==> src/design/esa_pkg.sv <==
// shared types, constants and gain table for the encoder step acceleration unit
package esa_pkg;

  localparam int COUNT_W  = 16;
  localparam int DELTA_W  = 7;
  localparam int TIME_W   = 32;
  localparam int CHANGE_W = 16;
  localparam int ACCUM_W  = 8;
  localparam int GAIN_W   = 10;
  localparam int ROW_W    = 4;
  localparam int COL_W    = 4;
  localparam int THR_W    = 5;
  localparam int ROWS     = 9;
  localparam int COLS     = 10;
  localparam int IDX_W    = 2;
  localparam int TDATA_W  = 40;

  localparam logic [COUNT_W-1:0] ROW_MASK     = 16'h3FFF;
  localparam logic [COUNT_W-1:0] DIVIDE_LIMIT = 16'd63;
  localparam int                 MS_PER_COL   = 10;
  localparam int                 ROW_BASE_BIT = 5;

  localparam logic [IDX_W-1:0] REG_VALUE_COUNT  = 2'd0;
  localparam logic [IDX_W-1:0] REG_ENCODER_MODE = 2'd1;

  localparam logic OP_MOVE  = 1'b0;
  localparam logic OP_CLEAR = 1'b1;

  typedef struct packed {
    logic [COUNT_W-1:0] value_count;
    logic               encoder_mode;
  } cfg_t;

  localparam logic [GAIN_W-1:0] GAIN [ROWS][COLS] = '{
    '{10'd1, 10'd1, 10'd1,  10'd1,  10'd1,  10'd1,  10'd1,   10'd1,   10'd1,   10'd2},
    '{10'd1, 10'd1, 10'd1,  10'd1,  10'd1,  10'd1,  10'd2,   10'd2,   10'd2,   10'd3},
    '{10'd1, 10'd1, 10'd1,  10'd2,  10'd2,  10'd3,  10'd4,   10'd6,   10'd8,   10'd10},
    '{10'd1, 10'd2, 10'd3,  10'd4,  10'd5,  10'd6,  10'd7,   10'd9,   10'd11,  10'd14},
    '{10'd1, 10'd2, 10'd3,  10'd4,  10'd6,  10'd8,  10'd10,  10'd13,  10'd18,  10'd25},
    '{10'd1, 10'd2, 10'd4,  10'd8,  10'd10, 10'd13, 10'd20,  10'd32,  10'd48,  10'd64},
    '{10'd1, 10'd2, 10'd4,  10'd8,  10'd16, 10'd24, 10'd32,  10'd48,  10'd64,  10'd128},
    '{10'd1, 10'd4, 10'd8,  10'd16, 10'd32, 10'd48, 10'd64,  10'd96,  10'd128, 10'd256},
    '{10'd1, 10'd8, 10'd16, 10'd32, 10'd64, 10'd96, 10'd128, 10'd192, 10'd256, 10'd512}
  };

endpackage

==> src/design/esa_steps.sv <==
// step division: accumulates deltas and emits one step per threshold crossing
module esa_steps (
  input  esa_pkg::cfg_t                        cfg,
  input  logic signed [esa_pkg::ACCUM_W-1:0]   step_accum,
  input  logic signed [esa_pkg::DELTA_W-1:0]   delta,
  output logic signed [esa_pkg::ACCUM_W-1:0]   accum_next,
  output logic signed [esa_pkg::CHANGE_W-1:0]  change
);

  logic signed [esa_pkg::ACCUM_W-1:0] acc;
  logic [esa_pkg::ACCUM_W-1:0]        mag;
  logic [esa_pkg::THR_W-1:0]          thr;
  logic                               hit;

  always_comb begin
    acc = step_accum + esa_pkg::ACCUM_W'(delta);
    mag = acc[esa_pkg::ACCUM_W-1] ? esa_pkg::ACCUM_W'(-acc) : esa_pkg::ACCUM_W'(acc);
    // threshold follows the bit length of value_count
    if (cfg.encoder_mode) begin
      if (cfg.value_count >= 16'd128) begin
        thr = 5'd2;
      end else if (cfg.value_count >= 16'd64) begin
        thr = 5'd4;
      end else if (cfg.value_count >= 16'd32) begin
        thr = 5'd8;
      end else begin
        thr = 5'd16;
      end
    end else begin
      if (cfg.value_count >= 16'd16) begin
        thr = 5'd1;
      end else if (cfg.value_count >= 16'd8) begin
        thr = 5'd2;
      end else if (cfg.value_count >= 16'd4) begin
        thr = 5'd4;
      end else if (cfg.value_count >= 16'd2) begin
        thr = 5'd8;
      end else begin
        thr = 5'd16;
      end
    end
    hit = mag >= esa_pkg::ACCUM_W'(thr);
    if (hit) begin
      accum_next = '0;
      change     = acc[esa_pkg::ACCUM_W-1] ? -16'sd1 : 16'sd1;
    end else begin
      accum_next = acc;
      change     = '0;
    end
  end

endmodule

==> src/design/esa_gain.sv <==
// acceleration: row from value_count size, column from move interval, gain times delta
module esa_gain (
  input  logic [esa_pkg::COUNT_W-1:0]          value_count,
  input  logic [esa_pkg::TIME_W-1:0]           time_ms,
  input  logic [esa_pkg::TIME_W-1:0]           last_move_time,
  input  logic signed [esa_pkg::DELTA_W-1:0]   delta,
  output logic signed [esa_pkg::CHANGE_W-1:0]  change
);

  logic [esa_pkg::COUNT_W-1:0]  masked;
  logic [esa_pkg::TIME_W-1:0]   interval;
  logic [esa_pkg::ROW_W-1:0]    row;
  logic [esa_pkg::COL_W-1:0]    col;
  logic [esa_pkg::GAIN_W-1:0]   gain;
  logic signed [esa_pkg::GAIN_W+esa_pkg::DELTA_W:0] product;

  always_comb begin
    masked = value_count & esa_pkg::ROW_MASK;
    row = '0;
    for (int i = esa_pkg::ROW_BASE_BIT + 1; i < 14; i++) begin
      if (masked[i]) begin
        row = esa_pkg::ROW_W'(i - esa_pkg::ROW_BASE_BIT);
      end
    end

    interval = time_ms - last_move_time;
    // one column per 10 ms, fastest column below 20 ms
    if (|interval[esa_pkg::TIME_W-1:7] || interval[6:0] >= 7'(esa_pkg::COLS * esa_pkg::MS_PER_COL))
    begin
      col = '0;
    end else begin
      col = esa_pkg::COL_W'(esa_pkg::COLS - 1);
      for (int k = 2; k < esa_pkg::COLS; k++) begin
        if (interval[6:0] >= 7'(k * esa_pkg::MS_PER_COL)) begin
          col = esa_pkg::COL_W'(esa_pkg::COLS - k);
        end
      end
    end

    gain    = esa_pkg::GAIN[row][col];
    product = $signed({1'b0, gain}) * delta;
    change  = product[esa_pkg::CHANGE_W-1:0];
  end

endmodule

==> src/design/encoder_step_acceleration_unit.sv <==
// top level: input register, step and gain paths, state and result register
//
// usage:
//   s_axis carries one move or clear word per handshake; tuser is the op
//   (0 move, 1 clear), tdata holds delta in bits 6:0 and time_ms in 38:7.
//   m_axis returns one word per input word: scaled_change in tdata 15:0.
//   cfg writes value_count (index 0) and encoder_mode (index 1); cfg_ready
//   is always high and writes belong to idle periods only.
// timing:
//   a word accepted into the input register is processed from there and,
//   unless m_axis stalls, written into the result register that drives m_axis.
//   throughput is one word per cycle while m_axis_tready is high, set by the
//   state update of the step counter and last move time in the processing stage.
// reset:
//   rst clears both stages, the step counter, the last move time and the
//   configuration registers.
// stall:
//   while m_axis_tready is low a valid result word holds in place; the input
//   register still takes one more word, then s_axis_tready drops.
module encoder_step_acceleration_unit (
  input  logic                              clk,
  input  logic                              rst,
  input  logic                              s_axis_tvalid,
  output logic                              s_axis_tready,
  input  logic [esa_pkg::TDATA_W-1:0]       s_axis_tdata,   // delta, time_ms, zero pad
  input  logic                              s_axis_tuser,   // op
  output logic                              m_axis_tvalid,
  input  logic                              m_axis_tready,
  output logic [esa_pkg::CHANGE_W-1:0]      m_axis_tdata,   // scaled_change
  input  logic                              cfg_valid,
  output logic                              cfg_ready,
  input  logic [esa_pkg::IDX_W-1:0]         cfg_index,
  input  logic [esa_pkg::COUNT_W-1:0]       cfg_data
);

  esa_pkg::cfg_t cfg;

  logic                                  in_valid;
  logic                                  in_op;
  logic signed [esa_pkg::DELTA_W-1:0]    in_delta;
  logic [esa_pkg::TIME_W-1:0]            in_time;

  logic signed [esa_pkg::ACCUM_W-1:0]    step_accum;
  logic signed [esa_pkg::ACCUM_W-1:0]    step_accum_next;
  logic [esa_pkg::TIME_W-1:0]            last_move_time;
  logic [esa_pkg::TIME_W-1:0]            last_move_time_next;

  logic                                  out_valid;
  logic signed [esa_pkg::CHANGE_W-1:0]   result;
  logic signed [esa_pkg::CHANGE_W-1:0]   result_next;

  logic signed [esa_pkg::ACCUM_W-1:0]    div_accum;
  logic signed [esa_pkg::CHANGE_W-1:0]   div_change;
  logic signed [esa_pkg::CHANGE_W-1:0]   acc_change;
  logic                                  advance;
  logic                                  divide_mode;

  assign cfg_ready     = 1'b1;
  assign advance       = in_valid && (!out_valid || m_axis_tready);
  assign s_axis_tready = !in_valid || advance;
  assign m_axis_tvalid = out_valid;
  assign m_axis_tdata  = result;

  esa_steps u_steps (
    .cfg        (cfg),
    .step_accum (step_accum),
    .delta      (in_delta),
    .accum_next (div_accum),
    .change     (div_change)
  );

  esa_gain u_gain (
    .value_count    (cfg.value_count),
    .time_ms        (in_time),
    .last_move_time (last_move_time),
    .delta          (in_delta),
    .change         (acc_change)
  );

  always_comb begin
    divide_mode         = (cfg.value_count < esa_pkg::DIVIDE_LIMIT) || cfg.encoder_mode;
    step_accum_next     = step_accum;
    last_move_time_next = last_move_time;
    if (in_op == esa_pkg::OP_CLEAR) begin
      step_accum_next = '0;
      result_next     = '0;
    end else if (divide_mode) begin
      step_accum_next = div_accum;
      result_next     = div_change;
    end else begin
      last_move_time_next = in_time;
      result_next         = acc_change;
    end
  end

  always_ff @(posedge clk) begin
    if (rst) begin
      in_valid         <= 1'b0;
      out_valid        <= 1'b0;
      step_accum       <= '0;
      last_move_time   <= '0;
      cfg.value_count  <= '0;
      cfg.encoder_mode <= 1'b0;
    end else begin
      if (s_axis_tready) begin
        in_valid <= s_axis_tvalid;
      end
      if (advance) begin
        out_valid      <= 1'b1;
        step_accum     <= step_accum_next;
        last_move_time <= last_move_time_next;
      end else if (m_axis_tready) begin
        out_valid <= 1'b0;
      end
      if (cfg_valid) begin
        case (cfg_index)
          esa_pkg::REG_VALUE_COUNT:  cfg.value_count  <= cfg_data;
          esa_pkg::REG_ENCODER_MODE: cfg.encoder_mode <= cfg_data[0];
          default: ;
        endcase
      end
    end
  end

  // payload registers
  always_ff @(posedge clk) begin
    if (s_axis_tvalid && s_axis_tready) begin
      in_op    <= s_axis_tuser;
      in_delta <= s_axis_tdata[esa_pkg::DELTA_W-1:0];
      in_time  <= s_axis_tdata[esa_pkg::DELTA_W +: esa_pkg::TIME_W];
    end
    if (advance) begin
      result <= result_next;
    end
  end

endmodule

==> config.mk <==
export PLATFORM = sky130hd
export DESIGN_NAME = encoder_step_acceleration_unit
export DESIGN_NICKNAME = d
export VERILOG_FILES = /design/src/design/esa_pkg.sv /design/src/design/esa_steps.sv /design/src/design/esa_gain.sv /design/src/design/encoder_step_acceleration_unit.sv
export SDC_FILE = /design/constraint.sdc
export NUM_CORES = 1
export LEC_CHECK = 0
export ABC_CLOCK_PERIOD_IN_PS = 18300
export BUFFER_PORTS_ARGS = -buffer_cell sky130_fd_sc_hd__buf_2
export CAP_MARGIN = 20
export CORE_MARGIN = 8
export CORE_UTILIZATION = 45
export DETAILED_ROUTE_END_ITERATION = 10
export GPL_ROUTABILITY_DRIVEN = 0
export MAX_ROUTING_LAYER = met4
export PLACE_DENSITY_LB_ADDON = 0.12
export SLEW_MARGIN = 10
export SYNTH_ARGS = -nofsm -noshare
export SYNTH_HDL_FRONTEND = slang
export SYNTH_HIERARCHICAL = 1
export SYNTH_SLANG_ARGS = --single-unit
==> constraint.sdc <==
create_clock -name clk -period 18.3 [get_ports clk]
set_input_delay 1.83 -clock clk [delete_from_list [all_inputs] [get_ports clk]]
set_output_delay 1.83 -clock clk [all_outputs]
set_load 0.01 [all_outputs]
[Word-level counts from Yosys, hierarchy flattened]
Memory sizes are Yosys's and may differ from the RTL's.
Index checks and enable logic that the tools add are counted.
Cells by class
  $add $sub $neg: 3
  multiply operators: 1
  div/mod/pow operators: 0
  magnitude comparators: 20
  eq/ne operators: 1
  shift operators: 0
  multiplexer cells: 39
  bitwise logic cells: 4
  reduce and logical (&&, ||, !) cells: 16
Operator list (number)
  100-bit 2-to-1 mux: 2
  4-bit 2-to-1 mux: 15
  16-bit 2-to-1 mux: 3
  10-bit binary-select mux with 4-bit select: 1
  5-bit 2-to-1 mux: 8
  8-bit 2-to-1 mux: 4
  32-bit subtractor: 1
  7-bit >= comparator (second input constant): 4
  25-bit OR reduction: 1
  7-bit by 6-bit >= comparator with 1-bit output (second input constant): 3
  10-bit 2-to-1 mux: 2
  16-bit by 2-bit >= comparator with 1-bit output (second input constant): 1
  16-bit by 3-bit >= comparator with 1-bit output (second input constant): 1
  16-bit by 4-bit >= comparator with 1-bit output (second input constant): 1
  16-bit by 5-bit >= comparator with 1-bit output (second input constant): 1
  16-bit by 6-bit >= comparator with 1-bit output (second input constant): 1
  16-bit by 7-bit >= comparator with 1-bit output (second input constant): 1
  16-bit by 8-bit >= comparator with 1-bit output (second input constant): 1
  16-bit by 6-bit < comparator with 1-bit output (second input constant): 1
  11-bit by 7-bit multiplier with 16-bit output: 1
  7-bit by 5-bit >= comparator with 1-bit output (second input constant): 2
  5-bit >= comparator (second input constant): 2
  4-bit inverter with 5-bit output: 2
  8-bit by 7-bit adder with 8-bit output: 1
  other kinds (12): 24
Storage, ports and cells
  bits in registers: 115
  bits in latches: 0
  memory bits (writable): 0
  bits in read-only memories: 1600
  memories kept: 1
Memories
  (no name shown): depth 16, bits a word 100, rd ports 1, clocked after memory_dff 0, write ports 0, line esa_gain.sv:40  | gain = esa_pkg::GAIN[row][col];

[Depth between registers and ports, before layout]
Gate-level depths: netlist (run 1).
  depth after elaboration: 17
  mapped depth: 42

[Cells and area by module]
Netlist (run 1), hierarchy kept.
By module, submodules not included
  esa_gain: times used 1, cells an instance 860, area each 6152.2 µm², sequential area each 0.0 µm²
  encoder_step_acceleration_unit: times used 1, cells an instance 392, area each 4530.6 µm², sequential area each 2862.7 µm²
  esa_steps: times used 1, cells an instance 118, area each 934.6 µm², sequential area each 0.0 µm²

[Least setup slack after synthesis (run 1)]
Ideal clock, no wire load.
  path type: flip-flop to flip-flop
  start point: reg in_time[0] (netlist name)
  end point: reg result, in the netlist m_axis_tdata[15] (data pin)
  data arrival time: 8014 ps
  data required time: 18025 ps
  setup slack: 10010 ps
  cell stages (with the launch flop): 39
  buffers on the path: 0
  cell sequence: edfxtp_1 inv_1 ha_1 inv_1 fa_1 a21o_1 a221oi_4 o21ai_2 o211ai_2 a21oi_2 mux2_1 nor3_1 nand4_1 nor2_1 mux2_2 a2111oi_4 nand2b_1 fa_1 [3 not listed] inv_1 fa_1 inv_1 ha_1 inv_1 nor2_1 nor2_1 o21bai_1 a21oi_1 o21bai_1 a21oi_1 nor2b_1 o21a_1 o41ai_1 xnor2_1 xnor2_1 nand2b_1 mux2i_1
On the way
  word-level cells in the longest chain between the ends: 17
  elaborated cells on any way between the ends: 27
  those cells by class: add/sub (1); mul (1); order compare (9); mux (13); bitwise (1); reduce/logical (2)
Ends and longest elaborated chain
  start: declaration: line encoder_step_acceleration_unit.sv:41  | logic [esa_pkg::TIME_W-1:0] in_time;
  start signal: assignment: line encoder_step_acceleration_unit.sv:130  | in_time <= s_axis_tdata[esa_pkg::DELTA_W +: esa_pkg::TIME_W];
  32-bit subtractor (*): line esa_gain.sv:26  | interval = time_ms - last_move_time;
  7-bit by 5-bit >= comparator with 1-bit output: line esa_gain.sv:34  | if (interval[6:0] >= 7'(k * esa_pkg::MS_PER_COL)) begin
  1-bit 2-to-1 mux: line esa_gain.sv:34
  4-bit 2-to-1 mux (7 in series): line esa_gain.sv:34
  4-bit 2-to-1 mux (*): line esa_gain.sv:28  | if (|interval[esa_pkg::TIME_W-1:7] || interval[6:0] >= 7'(esa_pkg::COLS * esa_pkg::MS_PER_COL))
  4-bit inverter with 5-bit output (not written as such) (*): line esa_gain.sv:40
  10-bit binary-select mux with 4-bit select (*): line esa_gain.sv:40
  10-bit 2-to-1 mux (not written as such) (*) (2 in series): line esa_gain.sv:40
  11-bit by 7-bit multiplier with 16-bit output (*): line esa_gain.sv:41  | product = $signed({1'b0, gain}) * delta;
  via acc_change, one bit: line encoder_step_acceleration_unit.sv:54  | logic signed [esa_pkg::CHANGE_W-1:0] acc_change;
  16-bit 2-to-1 mux (*): line encoder_step_acceleration_unit.sv:87  | end else if (divide_mode) begin
  end signal: assignment: line encoder_step_acceleration_unit.sv:133  | result <= result_next;
  end: declaration: line encoder_step_acceleration_unit.sv:49  | logic signed [esa_pkg::CHANGE_W-1:0] result;
The timed path passes the listed nets; every way through them passes the cells marked *. The select of a mux whose other input is x is not followed.
A chain may end at the register's enable or synchronous reset.

[Worst setup path after layout (run 1)]
Same ends and word-level chain as after synthesis.

==> results.json, run 1 <==
{
  "outcome": "finished clean",
  "cts-root-buf": "clkbuf_16",
  "grt-ovfl-total": 0,
  "syn_to_final_growth_pct": 8.703,
  "clk_latency_ns": 0.42,
  "cp.arrival_ns": 10.05,
  "critPathLaunchType": "flop",
  "initialDrtViolationCount": 715,
  "min_period_ns": 9.880,
  "clock_path_buffers": 2,
  "postCtsHoldBufs": 0,
  "fin_nets": 1595,
  "synthTopCellsByArea": "edfxtp_1 (14%), dfxtp_1 (10%), ha_1 (9.6%), fa_1 (7.2%), nand2_1 (5.5%)",
  "syn_area_um2": 11620,
  "slew_headroom": 0.2808,
  "rrSetupSlack_ns": 8.42,
  "preCtsSetupSlack_ns": 8.033,
  "wl_per_cell_um": 16.68,
  "dieArea_um2": 31210,
  "grt_pass1_wl_um": 47600,
  "clkSinkCount": 115,
  "skew_ns": 0.01611,
  "slowest_delay_ns": 0.55,
  "cts_tree": "done",
  "ctsHtreeMaxLevel": 4,
  "pwr_density_cell_nw_per_um2": 66.07,
  "final-hold-violation-count": 0,
  "die_width_um": 176.7,
  "place_hpwl_um": 21950,
  "yosys_warnings": 6,
  "regArea_um2": 2863,
  "holdCritPathClass": "reg -> reg",
  "fin_util": 0.4916,
  "diodes": 0,
  "synth_top_area_cell": "edfxtp_1",
  "cp-end-kind": "flop",
  "multi_input_area_um2": 7904,
  "clkTransAtPathRegs_ns": 0.06,
  "fin_ws_ns": 8.420,
  "drc": 0,
  "tightest_slew_ns": 1.079,
  "grt_pass1_vias": 9487,
  "syn_avg_cell_area_um2": 8.480,
  "total_leakage_power_nw": 5.005,
  "rsz0062_at_grt": "no",
  "n_fill_cell": 2521,
  "cp.required_ns": 18.46,
  "num_vias": 9814,
  "numCtsBuffers": 17,
  "syn_inst": 1370,
  "antenna_found_initial": 0,
  "reg2reg_from": "in_time[0]",
  "fp.coreArea_um2": 25690,
  "critPathSlowestCell": "nor2_1",
  "setup_viol": 0,
  "synth-seq-area-share": 0.2464,
  "drtPass1Iterations": 5,
  "wl_um": 29160,
  "synth_async_sr_flop_share": 0,
  "ir_drop_mv": 0.04745,
  "grt_usage": 0.1912,
  "syn_nets": 1565,
  "yosys.area.top_type_share": 0.1447,
  "crit_type": "reg -> reg",
  "fin_setup_tns_ns": 0,
  "yosys_most_used_dff": "dfxtp_1",
  "rows": 59,
  "finalInstanceArea_um2": 12630,
  "ant_nets": 0,
  "max_cap_violations": 0,
  "synth_cell_types": 103,
  "fp.dieH_um": 176.7,
  "critPathMaxFanout": 14,
  "synth_common_cells": "nand2_1 (171), a21oi_1 (108), inv_1 (108), ha_1 (89), nor2_1 (74)",
  "cts-resized-gates": 0,
  "cts_setup_buffers": 0,
  "start_util": 0.4522,
  "avgViaCountPerCell": 5.614,
  "place_area_um2": 12040,
  "cpMostUsedCell": "inv_1",
  "synth-edff-count": 56,
  "drive_above_1_share": 0.1253,
  "crit_start": "in_time[0]",
  "synth_most_common_cell": "nand2_1",
  "io_pins": 83,
  "synth-seq-cells": 115,
  "worstHoldStart": "last_move_time[2]",
  "drv_slew": 0,
  "fmax_ghz": 0.1012,
  "finalCritPeriodShare": 0.5399,
  "grt_max_degree": 65,
  "port_buffers": 80
}
[state kept, by name, indices dropped and copies added, names as in the netlist]
| signal | count |
|---|---|
| last_move_time | 32 |
| m_axis_tvalid | 1 |
| in_time | 32 |
| cfg | 17 |
| in_valid | 1 |
| step_accum | 8 |
| m_axis_tdata | 16 |
| in_op | 1 |
| in_delta | 7 |
[layout make-up]
class,instances,area share
clock buffer,18,0.03478
multi-input combinational,1065,0.6259
clock inverter,14,0.008124
timing repair buffer,87,0.03745
sequential,115,0.2267
inverter,114,0.03388
tap,335,0.03319
[stage by stage]
step	hold slack [ns]	power, mW	cells
finish	0.4558	0.8343	1748
CTS	0.4602	0.8396	1745
global placement	0.4420	0.5172	1713
global route	0.4655	0.8810	1748
floorplan	0.4323	0.4725	1370
detailed placement	0.4472	0.5193	1713
[routing by layer]
| metal | global-route usage | vias up | share of wire |
|---|---|---|---|
| met5 | - | - | 0 |
| met4 | 0.05849 | 0 | 0.015 |
| met3 | 0.02198 | 32 | 0.039 |
| met2 | 0.3087 | 252 | 0.47 |
| met1 | 0.2482 | 4626 | 0.47 |
| li1 | - | 4904 | - |
[critical path, delay by kind of cell (launching register included)]
kind / cells / cell delay, ns
AND/OR/NAND/NOR: 10 / 2.48
flip-flops: 1 / 0.39
adder cells (fa/ha/maj): 7 / 2.93
AO/OA/AOI/OAI: 11 / 2.69
multiplexers: 2 / 0.47
XOR/XNOR: 2 / 0.28
buffers and inverters: 6 / 0.35
[power by group]
part | switching, mW | internal (mW)
Combinational | 0.141 | 0.0829
Sequential | 0.0103 | 0.284
Clock | 0.138 | 0.178
[cells in the final DEF (no fill, tap or decap), types with 5 or more instances in the layout]
master     synthesis  final
a211oi_1          10     10
a21o_1             9      9
a21oi_1          108    108
a21oi_2            6      6
a31oi_1            8      8
and2_1            32     31
and3_1            14     14
and4_1             5      5
buf_2             18     80
buf_4             19      6
clkbuf_16          0     17
clkinv_4           0      5
dfxtp_1           59     59
edfxtp_1          56     56
fa_1              42     42
ha_1              89     89
inv_1            108    108
mux2i_1           57     57
nand2_1          171    171
nand2b_1          46     46
nand3_1           27     27
nand4_1           30     30
nor2_1            74     74
nor2b_1           30     30
nor3_1            28     28
nor3b_1            7      7
nor4_1             8      8
o211ai_1           9      9
o21a_1            15     15
o21ai_0           47     47
o21ai_1            5      5
o21bai_1           7      7
o31ai_1           10     10
or3_1             10     10
xnor2_1           29     29
xor2_1            11     11
[worst paths after layout]
path	cells past startpoint	end
max reg2reg	38	m_axis_tdata[15]
min	2	last_move_time[2]
min reg2reg	2	last_move_time[2]
max	38	m_axis_tdata[15]
[cells by family after synthesis]
kind of cell | Yosys count | share of synthesized area
compound gates | 315 | 0.1961
simple gates | 517 | 0.2306
buf+inv | 190 | 0.07334
flops | 115 | 0.2464
mux | 59 | 0.05105
other cells | 1 | 0.0003228
xor+xnor | 42 | 0.03393
fa+ha+maj | 131 | 0.1682
Note: power is estimated with default switching activity, not from simulation.
==> run 2, diff against run 1 <==
--- a/config.mk
+++ b/config.mk
@@ -5,7 +5,7 @@
 export SDC_FILE = /design/constraint.sdc
 export NUM_CORES = 1
 export LEC_CHECK = 0
-export ABC_CLOCK_PERIOD_IN_PS = 18300
+export ABC_CLOCK_PERIOD_IN_PS = 7900
 export BUFFER_PORTS_ARGS = -buffer_cell sky130_fd_sc_hd__buf_2
 export CAP_MARGIN = 20
 export CORE_MARGIN = 8
==> constraint.sdc (replaced) <==
create_clock -name clk -period 7.9 [get_ports clk]
set_input_delay 0.79 -clock clk [delete_from_list [all_inputs] [get_ports clk]]
set_output_delay 0.79 -clock clk [all_outputs]
set_load 0.01 [all_outputs]
==> results.json, run 2 (synthesized netlist as in run 1, its figures left out) <==
{
  "final_cell_mix": "buf_4 (241), nand2_1 (171), inv_1 (101)",
  "drv_slew": 0,
  "total_leakage_power_nw": 6.200,
  "rows": 59,
  "ir_drop_mv": 0.1072,
  "violations": "setup timing",
  "start_util": 0.4522,
  "final-hold-violation-count": 0,
  "cts_tree": "done",
  "final_common_cell": "buf_4",
  "tightest_slew_ns": 1.047,
  "grt-ovfl-total": 0,
  "grt_pass1_vias": 10380,
  "max_cap_violations": 0,
  "fin_setup_tns_ns": -0.8475,
  "critPathLaunchType": "flop",
  "cp.buffers_inverters": 8,
  "critPathMaxFanout": 6,
  "rsz0062_at_grt": "yes",
  "top_regs": "in_time x32, last_move_time x32, cfg x17",
  "grt_pass1_wl_um": 50270,
  "crit_family": "compound AO/OA/AOI/OAI gates",
  "diodes": 0,
  "grt_max_degree": 65,
  "io_pins": 83,
  "drtPass1Iterations": 6,
  "clkSinkCount": 115,
  "slowest_delay_ns": 0.51,
  "clk_latency_ns": 0.43,
  "regArea_um2": 2863,
  "fmax_ghz": 0.1199,
  "syn_to_final_growth_pct": 27.38,
  "place_hpwl_um": 23830,
  "initialDrtViolationCount": 702,
  "clock_path_buffers": 2,
  "fin_nets": 1830,
  "outcome": "finished, violations left",
  "preCtsSetupSlack_ns": -0.6434,
  "critPathSlowestCell": "fa_1",
  "crit_type": "reg -> reg",
  "slew_headroom": 0.3019,
  "port_buffers": 80,
  "avgViaCountPerCell": 5.394,
  "fin_ws_ns": -0.4423,
  "setup_viol": 4,
  "dieArea_um2": 31210,
  "fp.coreArea_um2": 25690,
  "num_vias": 10700,
  "min_period_ns": 8.342,
  "drive_above_1_share": 0.2864,
  "fp.dieH_um": 176.7,
  "cp.arrival_ns": 8.51,
  "reg2reg_from": "in_time[0]",
  "drc": 0,
  "pwr_density_cell_nw_per_um2": 144.5,
  "numCtsBuffers": 17,
  "skew_ns": 0.01297,
  "postCtsHoldBufs": 0,
  "multi_input_area_um2": 8277,
  "holdCritPathClass": "reg -> reg",
  "cts-root-buf": "clkbuf_16",
  "cp-end-kind": "flop",
  "die_width_um": 176.7,
  "finalCritPeriodShare": 1.056,
  "ant_nets": 0,
  "grt_usage": 0.2016,
  "cp.required_ns": 8.07,
  "wl_per_cell_um": 15.56,
  "crit_start": "in_time[0]",
  "clkTransAtPathRegs_ns": 0.06,
  "n_fill_cell": 2356,
  "worstHoldStart": "last_move_time[16]",
  "antenna_found_initial": 0,
  "ctsHtreeMaxLevel": 4,
  "wl_um": 30860
}
-- run 2: path summary, 6_finish.rpt --
| path | to | slack [ns] | cells past startpoint |
|---|---|---|---|
| setup / recovery | m_axis_tdata[15] | -0.44 | 40 |
| hold / removal | last_move_time[16] | 0.46 | 2 |
| setup reg to reg | m_axis_tdata[15] | -0.44 | 40 |
| hold reg to reg | last_move_time[16] | 0.46 | 2 |
-- run 2: layout make-up --
type                       count  share of cell area
clock buffer                  18             0.02968
inverter                     114             0.02892
multi-input combinational   1065              0.5593
timing repair buffer         322              0.1501
clock inverter                14             0.01023
tap                          335             0.02833
sequential                   115              0.1935
-- run 2: through the flow --
stage / power (mW) / area, µm² / cells / hold WS [ns] / utilization
after global placement: 1.315 / 13770 / 1935 / 0.4417 / 0.5360
after floorplan: 1.097 / 11680 / 1370 / 0.4323 / -
after detailed placement: 1.322 / 13770 / 1935 / 0.4493 / 0.5360
final: 2.138 / 14800 / 1983 / 0.4568 / 0.5760
after CTS: 2.142 / 14610 / 1979 / 0.4603 / 0.5687
after global routing: 2.242 / 14800 / 1983 / 0.4733 / 0.5760
-- run 2: worst min-delay path, cell delays in order (launching register included) --
cell and delay (ns):
dfxtp_1 0.31, nand2_1 0.05, mux2i_1 0.05
-- run 2: per-layer routing --
metal	vias to the layer above	GRT usage	routed length (µm)
li1	5386	-	-
met1	5002	0.2425	13640
met2	266	0.3397	15250
met3	43	0.03072	1321
met4	0	0.06970	653
met5	-	-	0
-- run 2: timing repair --
action / in CTS / in global routing
setup buffers: 11 / 6
resized for setup: 39 / 36
endpoints found under the setup margin: 6 / 8
gates cloned: 1 / 0
pin swaps: 41 / 50
-- run 2: power by group --
group / switching [mW] / internal (mW)
combinational: 0.368 / 0.292
clock: 0.319 / 0.476
sequential: 0.0243 / 0.658
